<file path="src/rtl/itp_pkg.sv">
// Package: shared types, character codes and operator ranking for the infix-to-postfix converter.
package itp_pkg;

  localparam int SYM_W           = 8;
  localparam int RANK_W          = 4;
  localparam int STATUS_W        = 2;
  localparam int STACK_DEPTH_DEF = 16;

  localparam logic [SYM_W-1:0] CH_NOT   = 8'h21;  // '!'
  localparam logic [SYM_W-1:0] CH_MUL   = 8'h2A;  // '*'
  localparam logic [SYM_W-1:0] CH_DIV   = 8'h2F;  // '/'
  localparam logic [SYM_W-1:0] CH_ADD   = 8'h2B;  // '+'
  localparam logic [SYM_W-1:0] CH_SUB   = 8'h2D;  // '-'
  localparam logic [SYM_W-1:0] CH_GT    = 8'h3E;  // '>'
  localparam logic [SYM_W-1:0] CH_OPEN  = 8'h28;  // '('
  localparam logic [SYM_W-1:0] CH_CLOSE = 8'h29;  // ')'

  localparam logic [RANK_W-1:0] RANK_NONE = 4'd0;
  localparam logic [RANK_W-1:0] RANK_NOT  = 4'd10;
  localparam logic [RANK_W-1:0] RANK_MUL  = 4'd3;
  localparam logic [RANK_W-1:0] RANK_ADD  = 4'd2;
  localparam logic [RANK_W-1:0] RANK_GT   = 4'd1;

  typedef enum logic [STATUS_W-1:0] {
    ST_OK         = 2'd0,
    ST_UNMATCHED  = 2'd1,
    ST_OVERFLOW   = 2'd2,
    ST_RESERVED   = 2'd3
  } status_t;

  typedef enum logic [2:0] {
    K_OPERAND,
    K_OPEN,
    K_CLOSE,
    K_OPER,
    K_END
  } kind_t;

  typedef struct packed {
    kind_t             kind;
    logic [SYM_W-1:0]  sym;
    logic [RANK_W-1:0] rank;
  } cmd_t;

  typedef enum logic [2:0] {
    S_IDLE,
    S_START,
    S_EVAL,
    S_PUSH,
    S_FLUSH,
    S_ERR
  } state_t;

  // Operators (the binary ones and unary '!') rank 1 and up; anything else (including '(') ranks zero.
  function automatic logic [RANK_W-1:0] rank_of(input logic [SYM_W-1:0] c);
    logic [RANK_W-1:0] r;
    unique case (c)
      CH_NOT:          r = RANK_NOT;
      CH_MUL, CH_DIV:  r = RANK_MUL;
      CH_ADD, CH_SUB:  r = RANK_ADD;
      CH_GT:           r = RANK_GT;
      default:         r = RANK_NONE;
    endcase
    return r;
  endfunction

endpackage

</file>
<file path="src/rtl/itp_if.sv">
// Interfaces: input character channel and postfix result channel.
interface itp_in_if;
  logic                         valid;
  logic                         ready;
  logic [itp_pkg::SYM_W-1:0]    symbol;
  logic                         is_end;

  modport source (output valid, output symbol, output is_end, input ready);
  modport sink   (input valid, input symbol, input is_end, output ready);
endinterface

interface itp_out_if;
  logic                         valid;
  logic                         ready;
  logic [itp_pkg::SYM_W-1:0]    out_symbol;
  logic                         has_symbol;
  logic                         run_last;
  logic                         expression_done;
  logic [itp_pkg::STATUS_W-1:0] status;

  modport source (output valid, output out_symbol, output has_symbol, output run_last,
                  output expression_done, output status, input ready);
  modport sink   (input valid, input out_symbol, input has_symbol, input run_last,
                  input expression_done, input status, output ready);
endinterface

</file>
<file path="src/rtl/itp_ram.sv">
// Generic single-write, single-read RAM with registered read data.
module itp_ram #(
  parameter int WIDTH = 8,
  parameter int DEPTH = 16
) (
  input  logic                     clk,
  input  logic                     wr_en,
  input  logic [$clog2(DEPTH)-1:0] wr_addr,
  input  logic [WIDTH-1:0]         wr_data,
  input  logic                     rd_en,
  input  logic [$clog2(DEPTH)-1:0] rd_addr,
  output logic [WIDTH-1:0]         rd_data
);

  logic [WIDTH-1:0] mem_r [DEPTH];
  logic [WIDTH-1:0] rd_data_r;

  always_ff @(posedge clk) begin
    if (wr_en) begin
      mem_r[wr_addr] <= wr_data;
    end
    if (rd_en) begin
      rd_data_r <= mem_r[rd_addr];
    end
  end

  assign rd_data = rd_data_r;

endmodule

</file>
<file path="src/rtl/itp_front.sv">
// Front end: accept characters, classify them and queue commands for the back end.
module itp_front (
  input  logic            clk,
  input  logic            rst_n,
  itp_in_if.sink          in_ch,
  output logic            cmd_valid,
  output itp_pkg::cmd_t   cmd,
  input  logic            cmd_ready
);

  itp_pkg::cmd_t             cls;
  logic [itp_pkg::RANK_W-1:0] rnk;

  itp_pkg::cmd_t q_r [2];
  logic          wr_ptr_r, wr_ptr_nxt;
  logic          rd_ptr_r, rd_ptr_nxt;
  logic [1:0]    fill_r, fill_nxt;
  logic          push, pop;

  // classify
  always_comb begin
    rnk      = itp_pkg::rank_of(in_ch.symbol);
    cls.sym  = in_ch.symbol;
    cls.rank = rnk;
    priority if (in_ch.is_end) begin
      cls.kind = itp_pkg::K_END;
    end else if (in_ch.symbol == itp_pkg::CH_OPEN) begin
      cls.kind = itp_pkg::K_OPEN;
    end else if (in_ch.symbol == itp_pkg::CH_CLOSE) begin
      cls.kind = itp_pkg::K_CLOSE;
    end else if (rnk != itp_pkg::RANK_NONE) begin
      cls.kind = itp_pkg::K_OPER;
    end else begin
      cls.kind = itp_pkg::K_OPERAND;
    end
  end

  // two-entry command queue
  assign in_ch.ready = (fill_r != 2'd2);
  assign push        = in_ch.valid && in_ch.ready;
  assign cmd_valid   = (fill_r != 2'd0);
  assign pop         = cmd_valid && cmd_ready;
  assign cmd         = q_r[rd_ptr_r];

  always_comb begin
    wr_ptr_nxt = push ? ~wr_ptr_r : wr_ptr_r;
    rd_ptr_nxt = pop  ? ~rd_ptr_r : rd_ptr_r;
    fill_nxt   = fill_r + {1'b0, push} - {1'b0, pop};
  end

  always_ff @(posedge clk) begin
    if (!rst_n) begin
      wr_ptr_r <= 1'b0;
      rd_ptr_r <= 1'b0;
      fill_r   <= 2'd0;
    end else begin
      wr_ptr_r <= wr_ptr_nxt;
      rd_ptr_r <= rd_ptr_nxt;
      fill_r   <= fill_nxt;
    end
  end

  always_ff @(posedge clk) begin
    if (push) begin
      q_r[wr_ptr_r] <= cls;
    end
  end

endmodule

</file>
<file path="src/rtl/itp_back.sv">
// Back end: operator stack sequencer and output register.
module itp_back #(
  parameter int STACK_DEPTH = itp_pkg::STACK_DEPTH_DEF
) (
  input  logic          clk,
  input  logic          rst_n,
  input  logic          cmd_valid,
  input  itp_pkg::cmd_t cmd,
  output logic          cmd_ready,
  itp_out_if.source     out_ch
);

  localparam int AW = $clog2(STACK_DEPTH);
  localparam int CW = $clog2(STACK_DEPTH + 1);

  itp_pkg::state_t state_r, state_nxt;
  itp_pkg::cmd_t   cmd_r, cmd_nxt;
  logic [CW-1:0]   cnt_r, cnt_nxt;
  logic [itp_pkg::SYM_W-1:0] pend_r, pend_nxt;
  logic            pend_v_r, pend_v_nxt;

  logic [CW-1:0]   cnt_m1, cnt_m2;
  logic            cnt_one;
  logic            rd_en, wr_en;
  logic [AW-1:0]   rd_addr;
  logic [itp_pkg::SYM_W-1:0] top;
  logic            pop_ok;

  logic            out_free;
  logic            emit;
  logic [itp_pkg::SYM_W-1:0] e_sym;
  logic            e_has, e_last, e_done;
  itp_pkg::status_t e_st;

  logic            out_valid_r, out_valid_nxt;
  logic [itp_pkg::SYM_W-1:0] o_sym_r;
  logic            o_has_r, o_last_r, o_done_r;
  itp_pkg::status_t o_st_r;

  itp_ram #(
    .WIDTH (itp_pkg::SYM_W),
    .DEPTH (STACK_DEPTH)
  ) u_stack (
    .clk     (clk),
    .wr_en   (wr_en),
    .wr_addr (cnt_r[AW-1:0]),
    .wr_data (cmd_r.sym),
    .rd_en   (rd_en),
    .rd_addr (rd_addr),
    .rd_data (top)
  );

  assign cnt_m1   = cnt_r - CW'(1);
  assign cnt_m2   = cnt_r - CW'(2);
  assign cnt_one  = (cnt_r == CW'(1));
  assign out_free = !out_valid_r || out_ch.ready;

  always_comb begin
    unique case (cmd_r.kind)
      itp_pkg::K_CLOSE: pop_ok = (top != itp_pkg::CH_OPEN);
      itp_pkg::K_OPER:  pop_ok = (itp_pkg::rank_of(top) >= cmd_r.rank);
      default:          pop_ok = 1'b1;
    endcase
  end

  always_comb begin
    state_nxt  = state_r;
    cmd_nxt    = cmd_r;
    cnt_nxt    = cnt_r;
    pend_nxt   = pend_r;
    pend_v_nxt = pend_v_r;
    cmd_ready  = 1'b0;
    rd_en      = 1'b0;
    rd_addr    = cnt_m1[AW-1:0];
    wr_en      = 1'b0;
    emit       = 1'b0;
    e_sym      = '0;
    e_has      = 1'b0;
    e_last     = 1'b0;
    e_done     = 1'b0;
    e_st       = itp_pkg::ST_OK;

    unique case (state_r)
      itp_pkg::S_IDLE: begin
        cmd_ready = 1'b1;
        if (cmd_valid) begin
          cmd_nxt    = cmd;
          pend_v_nxt = 1'b0;
          state_nxt  = itp_pkg::S_START;
        end
      end

      itp_pkg::S_START: begin
        unique case (cmd_r.kind)
          itp_pkg::K_OPERAND: begin
            if (out_free) begin
              emit      = 1'b1;
              e_sym     = cmd_r.sym;
              e_has     = 1'b1;
              e_last    = 1'b1;
              state_nxt = itp_pkg::S_IDLE;
            end
          end
          itp_pkg::K_OPEN: begin
            state_nxt = itp_pkg::S_PUSH;
          end
          default: begin
            if (cnt_r == '0) begin
              unique case (cmd_r.kind)
                itp_pkg::K_END: begin
                  if (out_free) begin
                    emit      = 1'b1;
                    e_last    = 1'b1;
                    e_done    = 1'b1;
                    state_nxt = itp_pkg::S_IDLE;
                  end
                end
                itp_pkg::K_CLOSE: state_nxt = itp_pkg::S_ERR;
                default:          state_nxt = itp_pkg::S_PUSH;
              endcase
            end else begin
              rd_en     = 1'b1;
              rd_addr   = cnt_m1[AW-1:0];
              state_nxt = itp_pkg::S_EVAL;
            end
          end
        endcase
      end

      itp_pkg::S_EVAL: begin
        priority if (cmd_r.kind == itp_pkg::K_END) begin
          // flush: last flushed symbol closes the expression
          if (out_free) begin
            emit    = 1'b1;
            e_sym   = top;
            e_has   = 1'b1;
            e_last  = cnt_one;
            e_done  = cnt_one;
            cnt_nxt = cnt_m1;
            if (cnt_one) begin
              state_nxt = itp_pkg::S_IDLE;
            end else begin
              rd_en   = 1'b1;
              rd_addr = cnt_m2[AW-1:0];
            end
          end
        end else if (!pop_ok) begin
          if (cmd_r.kind == itp_pkg::K_CLOSE) begin
            // drop the matching '('
            cnt_nxt   = cnt_m1;
            state_nxt = pend_v_r ? itp_pkg::S_FLUSH : itp_pkg::S_IDLE;
          end else begin
            state_nxt = itp_pkg::S_PUSH;
          end
        end else begin
          // hold each popped symbol until the next top shows whether it is the last
          if (!pend_v_r || out_free) begin
            if (pend_v_r) begin
              emit  = 1'b1;
              e_sym = pend_r;
              e_has = 1'b1;
            end
            pend_nxt   = top;
            pend_v_nxt = 1'b1;
            cnt_nxt    = cnt_m1;
            if (cnt_one) begin
              state_nxt = (cmd_r.kind == itp_pkg::K_CLOSE) ? itp_pkg::S_ERR
                                                            : itp_pkg::S_PUSH;
            end else begin
              rd_en   = 1'b1;
              rd_addr = cnt_m2[AW-1:0];
            end
          end
        end
      end

      itp_pkg::S_PUSH: begin
        if (cnt_r >= CW'(STACK_DEPTH)) begin
          if (out_free) begin
            emit      = 1'b1;
            e_last    = 1'b1;
            e_done    = 1'b1;
            e_st      = itp_pkg::ST_OVERFLOW;
            cnt_nxt   = '0;
            state_nxt = itp_pkg::S_IDLE;
          end
        end else begin
          wr_en     = 1'b1;
          cnt_nxt   = cnt_r + CW'(1);
          state_nxt = pend_v_r ? itp_pkg::S_FLUSH : itp_pkg::S_IDLE;
        end
      end

      itp_pkg::S_FLUSH: begin
        if (out_free) begin
          emit       = 1'b1;
          e_sym      = pend_r;
          e_has      = 1'b1;
          e_last     = 1'b1;
          pend_v_nxt = 1'b0;
          state_nxt  = itp_pkg::S_IDLE;
        end
      end

      itp_pkg::S_ERR: begin
        if (out_free) begin
          emit = 1'b1;
          if (pend_v_r) begin
            e_sym      = pend_r;
            e_has      = 1'b1;
            pend_v_nxt = 1'b0;
          end else begin
            e_last    = 1'b1;
            e_done    = 1'b1;
            e_st      = itp_pkg::ST_UNMATCHED;
            state_nxt = itp_pkg::S_IDLE;
          end
        end
      end

      default: begin
        state_nxt = itp_pkg::S_IDLE;
      end
    endcase
  end

  always_comb begin
    if (emit) begin
      out_valid_nxt = 1'b1;
    end else if (out_ch.ready) begin
      out_valid_nxt = 1'b0;
    end else begin
      out_valid_nxt = out_valid_r;
    end
  end

  always_ff @(posedge clk) begin
    if (!rst_n) begin
      state_r     <= itp_pkg::S_IDLE;
      cnt_r       <= '0;
      pend_v_r    <= 1'b0;
      out_valid_r <= 1'b0;
    end else begin
      state_r     <= state_nxt;
      cnt_r       <= cnt_nxt;
      pend_v_r    <= pend_v_nxt;
      out_valid_r <= out_valid_nxt;
    end
  end

  always_ff @(posedge clk) begin
    cmd_r  <= cmd_nxt;
    pend_r <= pend_nxt;
    if (emit) begin
      o_sym_r  <= e_sym;
      o_has_r  <= e_has;
      o_last_r <= e_last;
      o_done_r <= e_done;
      o_st_r   <= e_st;
    end
  end

  assign out_ch.valid           = out_valid_r;
  assign out_ch.out_symbol      = o_sym_r;
  assign out_ch.has_symbol      = o_has_r;
  assign out_ch.run_last        = o_last_r;
  assign out_ch.expression_done = o_done_r;
  assign out_ch.status          = o_st_r;

endmodule

</file>
<file path="src/rtl/infix_to_postfix_converter.sv">
// Top level: shunting-yard infix-to-postfix converter with a RAM operator stack.
//
// One character of an infix expression enters per input transaction; postfix symbols
// leave as result transactions, each tagged with run_last on the final result of its
// character and expression_done on the final result of a flush or an error. The front
// end classifies characters into a two-entry command queue, so input transactions keep
// flowing while the back end works; the back end walks the operator stack held in a
// STACK_DEPTH-entry RAM with a registered read port. The single RAM read port delivers
// one stacked symbol per cycle while the output register is free, and each popped symbol
// other than a dropped '(' is one result. An operator that stops on a lower ranked top
// fetches the top, pops, looks once at the remaining top, pushes and then sends the held
// last result.
// Results sit in an output register; the back end stalls only when it has a new result
// and the register still holds one that has not been taken. No clearing pass is
// needed after reset; the stack is ready on the first cycle out of reset.
module infix_to_postfix_converter #(
  parameter int STACK_DEPTH = itp_pkg::STACK_DEPTH_DEF
) (
  input  logic       clk,
  input  logic       rst_n,
  itp_in_if.sink     in_ch,
  itp_out_if.source  out_ch
);

  logic          cmd_valid;
  logic          cmd_ready;
  itp_pkg::cmd_t cmd;

  // Accept, classify and queue characters.
  itp_front u_front (
    .clk       (clk),
    .rst_n     (rst_n),
    .in_ch     (in_ch),
    .cmd_valid (cmd_valid),
    .cmd       (cmd),
    .cmd_ready (cmd_ready)
  );

  // Pop, push and flush the operator stack; drive results.
  itp_back #(
    .STACK_DEPTH (STACK_DEPTH)
  ) u_back (
    .clk       (clk),
    .rst_n     (rst_n),
    .cmd_valid (cmd_valid),
    .cmd       (cmd),
    .cmd_ready (cmd_ready),
    .out_ch    (out_ch)
  );

endmodule

</file>
<file path="src/flat_wrapper.sv">
// flat-port wrapper written by rule: the top's interface ports become plain ports
module infix_to_postfix_converter_flat 
#(
  parameter int STACK_DEPTH = itp_pkg::STACK_DEPTH_DEF
)
  (clk, rst_n, in_ch_valid, in_ch_symbol, in_ch_is_end, in_ch_ready, out_ch_valid, out_ch_out_symbol, out_ch_has_symbol, out_ch_run_last, out_ch_expression_done, out_ch_status, out_ch_ready);
  itp_in_if in_ch_i ();
  itp_out_if out_ch_i ();
  input  logic clk;
  input  logic rst_n;
  input wire logic [$bits(in_ch_i.valid)-1:0] in_ch_valid;
  input wire logic [$bits(in_ch_i.symbol)-1:0] in_ch_symbol;
  input wire logic [$bits(in_ch_i.is_end)-1:0] in_ch_is_end;
  output wire logic [$bits(in_ch_i.ready)-1:0] in_ch_ready;
  output wire logic [$bits(out_ch_i.valid)-1:0] out_ch_valid;
  output wire logic [$bits(out_ch_i.out_symbol)-1:0] out_ch_out_symbol;
  output wire logic [$bits(out_ch_i.has_symbol)-1:0] out_ch_has_symbol;
  output wire logic [$bits(out_ch_i.run_last)-1:0] out_ch_run_last;
  output wire logic [$bits(out_ch_i.expression_done)-1:0] out_ch_expression_done;
  output wire logic [$bits(out_ch_i.status)-1:0] out_ch_status;
  input wire logic [$bits(out_ch_i.ready)-1:0] out_ch_ready;
  assign in_ch_i.valid = in_ch_valid;
  assign in_ch_i.symbol = in_ch_symbol;
  assign in_ch_i.is_end = in_ch_is_end;
  assign in_ch_ready = in_ch_i.ready;
  assign out_ch_valid = out_ch_i.valid;
  assign out_ch_out_symbol = out_ch_i.out_symbol;
  assign out_ch_has_symbol = out_ch_i.has_symbol;
  assign out_ch_run_last = out_ch_i.run_last;
  assign out_ch_expression_done = out_ch_i.expression_done;
  assign out_ch_status = out_ch_i.status;
  assign out_ch_i.ready = out_ch_ready;
  infix_to_postfix_converter #(.STACK_DEPTH(STACK_DEPTH)) u_core (.clk(clk), .rst_n(rst_n), .in_ch(in_ch_i), .out_ch(out_ch_i));
endmodule
</file>
<file path="config.mk">
export PLATFORM = sky130hd
export DESIGN_NAME = infix_to_postfix_converter_flat
export DESIGN_NICKNAME = d
export VERILOG_FILES = /design/src/rtl/itp_pkg.sv /design/src/rtl/itp_if.sv /design/src/rtl/itp_ram.sv /design/src/rtl/itp_front.sv /design/src/rtl/itp_back.sv /design/src/rtl/infix_to_postfix_converter.sv /design/src/flat_wrapper.sv
export SDC_FILE = /design/constraint.sdc
export NUM_CORES = 1
export LEC_CHECK = 0
export ABC_CLOCK_PERIOD_IN_PS = 9700
export BUFFER_PORTS_ARGS = -buffer_cell sky130_fd_sc_hd__buf_2
export CAP_MARGIN = 5
export CORE_AREA = 5 5 154 156
export CTS_CLUSTER_DIAMETER = 50
export DETAILED_ROUTE_END_ITERATION = 10
export DIE_AREA = 0 0 159 161
export GPL_TIMING_DRIVEN = 0
export PLACE_DENSITY_LB_ADDON = 0.3
export SYNTH_ARGS = -nofsm -noshare
export SYNTH_HDL_FRONTEND = slang
export SYNTH_SLANG_ARGS = --single-unit
export TNS_END_PERCENT = 1
</file>
<file path="constraint.sdc">
create_clock -name clk -period 9.7 [get_ports clk]
set_input_delay 1.94 -clock clk [delete_from_list [all_inputs] [get_ports clk]]
set_output_delay 1.94 -clock clk [all_outputs]
set_load 0.05 [all_outputs]
</file>
==> flow_metrics.env <==
export IMPL_status="completed"
export IMPL_fin_crit_ns=4.46
export IMPL_vias=6453
export IMPL_min_path_type="reg2reg"
export IMPL_crit_path_frequent_cell="buf_2"
export IMPL_syn_inst=735
export IMPL_rsz0062_at_grt="false"
export IMPL_cts_tree="built"
export IMPL_floorplan_rows=55
export IMPL_core_area_mm2=0.0222
export IMPL_port_buffers=27
export IMPL_ys_async_sr_fraction_pct=0
export IMPL_io_pins=28
export IMPL_ir_drop_mv=0.192
export IMPL_cpLargestDelayFamily="simple AND/OR/NAND/NOR gates"
export IMPL_finalCritPeriodShare_pct=46.0
export IMPL_numCtsBuffers=28
export IMPL_synth_edf_count=199
export IMPL_cts_root_buf="clkbuf_16"
export IMPL_fmax_ghz=0.224
export IMPL_slew_limit_headroom_pct=25.8
export IMPL_initial_core_util_pct=43.0
export IMPL_first_pass_iters=6
export IMPL_synth_avg_cell_area_um2=13.0
export IMPL_final_setup_skew_ns=0.0122
export IMPL_place_gp_congestion=0.880
export IMPL_overflow=0
export IMPL_powerDensity_mw_per_mm2=338
export IMPL_antenna_cells=0
export IMPL_path_class="in2reg"
export IMPL_required_ns=9.96
export IMPL_setup_tns_final_ns=0
export IMPL_htreeDepth=1
export IMPL_grt_max_degree=18
export IMPL_nets=822
export IMPL_leakage_nw=3.72
export IMPL_fillers=1946
export IMPL_clkSlewWorstSetupHoldPaths_ns=0.06
export IMPL_viasPerCell=5.86
export IMPL_die_h_um=161
export IMPL_antenna_found_initial=0
export IMPL_finalMaxSlewViolations=0
export IMPL_crit_buf_inv=2
export IMPL_synthFlopType="edfxtp_1"
export IMPL_yosysUniqueCellTypes=77
export IMPL_clock_sinks=213
export IMPL_clk_latency_ns=0.53
export IMPL_die_area_mm2=0.0256
export IMPL_cts_resized=0
export IMPL_multi_input_area_mm2=0.00307
export IMPL_crit_chain="buf_2 -> and3b_1 -> or4_4 -> nor3_2 -> nor2_2 -> o31ai_2 -> buf_2 -> a32o_1 -> a211oi_1 -> a31o_1"
export IMPL_seq_area_mm2=0.00626
export IMPL_ys_seq_elements=213
export IMPL_cp_arrival_ns=4.71
export IMPL_synth_fp_nets=760
export IMPL_cts_setup_buffers=0
export IMPL_ys_seq_area_share_pct=65.5
export IMPL_drv_cap=0
export IMPL_worst_pin_slew_ns=1.10
export IMPL_hpwl_mm=15.8
export IMPL_cp_end_kind="flop"
export IMPL_syn_area_mm2=0.00955
export IMPL_finalSetupViolCount=0
export IMPL_drive_above_1_share_pct=15.4
export IMPL_ant_nets=0
export IMPL_wirelength_mm=23.3
export IMPL_slowest_delay_ns=0.52
export IMPL_ys_warn_count=0
export IMPL_routedWlPerCell_um=21.1
export IMPL_grt_pass1_vias=6187
export IMPL_hold_viol=0
export IMPL_cts_hold_buf=0
export IMPL_startpoint_type="input port"
export IMPL_fin_util_pct=49.5
export IMPL_drcViolationCount=0
export IMPL_critPathMaxFanout=10
export IMPL_synthToLayoutAreaGrowth_pct=15.1
export IMPL_drt_initial_drc_count=720
export IMPL_cp_slowest_cell="o31ai_2"
export IMPL_clock_path_buffers=3
export IMPL_die_x_um=159
export IMPL_grt_pass1_wl_mm=36.1
export IMPL_grt_usage_pct=17.8
## stage by stage
step	cell area [µm²]	hold slack [ns]	power (mW)	setup slack, ns	instances
finish	11000	0.468	3.71	5.24	1102
global route	11000	0.482	3.91	5.14	1102
CTS	11000	0.478	3.72	5.29	1098
detailed placement	10100	0.468	2.74	4.75	1048
global placement	10000	0.466	2.72	4.77	1047
floorplan	9550	0.424	2.24	5.54	735
## synth_stat cells, types with 4 or more instances
library cell / n / area (µm²)
inv_1: 19 / 71.3
o22ai_1: 7 / 43.8
a22o_1: 7 / 61.3
nor3_1: 15 / 75.1
ha_1: 12 / 150
nand2_1: 90 / 338
nand2b_1: 6 / 37.5
xnor2_1: 4 / 35.0
dfxtp_1: 14 / 280
nor2b_1: 9 / 56.3
a31oi_1: 5 / 31.3
a221oi_1: 13 / 114
mux2_2: 18 / 203
a21oi_1: 46 / 230
and3_1: 11 / 68.8
nor2_1: 37 / 139
a221o_1: 16 / 160
o21ai_0: 21 / 105
a22oi_1: 18 / 135
and2_1: 13 / 81.3
clkbuf_1: 18 / 67.6
a32o_1: 5 / 50.1
o221ai_1: 7 / 61.3
xor2_1: 6 / 52.6
edfxtp_1: 199 / 5980
a211oi_1: 17 / 128
nand3_1: 8 / 40.0
buf_2: 11 / 55.1
nor3b_1: 10 / 75.1
## path summary, 6_finish.rpt
kind	start	to	slack [ns]	cells past startpoint
setup / recovery	out_ch_ready	u_core.u_back.u_stack.rd_data[5]	5.24	10
hold / removal	u_core.u_back.u_stack.rd_data[2]	u_core.u_back.pend_r[2]	0.47	0
setup reg to reg	u_core.u_back.u_stack.rd_data[4]	u_core.u_back.u_stack.rd_data[5]	5.46	12
hold reg to reg	u_core.u_back.u_stack.rd_data[2]	u_core.u_back.pend_r[2]	0.47	0
## layout make-up
type                       instances  share of cell area, %
buffer                            34                   1.49
tap                              285                   3.24
timing repair buffer              32                   1.54
clock buffer                      31                   6.67
inverter                          19                  0.649
sequential                       213                   56.9
multi-input combinational        469                   28.0
clock inverter                    19                   1.54
## layer usage
metal	wire (µm)	GRT usage, %
met1	10100	25.1
met2	10900	28.7
met3	1640	2.48
met4	662	5.58
met5	0	0
## cells by family after synthesis
kind of cell	synth area share, %
simple gates	12.2
flops	65.5
compound gates	14.9
buf+inv	2.46
mux	2.44
fa+ha+maj	1.57
xor+xnor	0.917
## flip-flops by register name, indices dropped and copies added, names as in the netlist
register,count
u_core.u_back.pend_v_r,1
u_core.u_front.rd_ptr_r,1
u_core.u_back.cnt_r,5
u_core.u_back.out_ch.valid,1
u_core.u_back.u_stack.mem_r,128
u_core.u_front.fill_r,2
u_core.u_back.state_r,3
u_core.u_back.out_ch.out_symbol,8
u_core.u_front.wr_ptr_r,1
u_core.u_back.pend_r,8
u_core.u_back.out_ch.expression_done,1
u_core.u_front.q_r,28
u_core.u_back.out_ch.has_symbol,1
u_core.u_back.cmd_r,14
u_core.u_back.out_ch.run_last,1
u_core.u_back.u_stack.rd_data,8
u_core.u_back.out_ch.status,2
## cells in the final DEF, fill, tap and decap left out, drive strengths merged, types with 7 or more instances in the layout
cell      n
and2     15
a221oi   13
a211oi   17
mux2     18
dfxtp    14
inv      23
nand2    91
nor2     38
o21ai    22
o22ai     7
and3     11
a22oi    18
nor3b    10
nor2b     9
clkinv    9
buf      48
nand3     8
a21oi    47
a221o    16
clkbuf   49
ha       12
o221ai    7
nor3     16
edfxtp  199
a22o      7
## where the power goes
part | internal, mW | switching [mW] | total [mW] | leakage [nW]
Combinational | 0.477 | 0.875 | 1.35 | 1.37
Clock | 0.599 | 0.385 | 0.984 | 0.430
Sequential | 1.23 | 0.153 | 1.38 | 1.92
No activity file was read; power rests on OpenSTA's default activity.
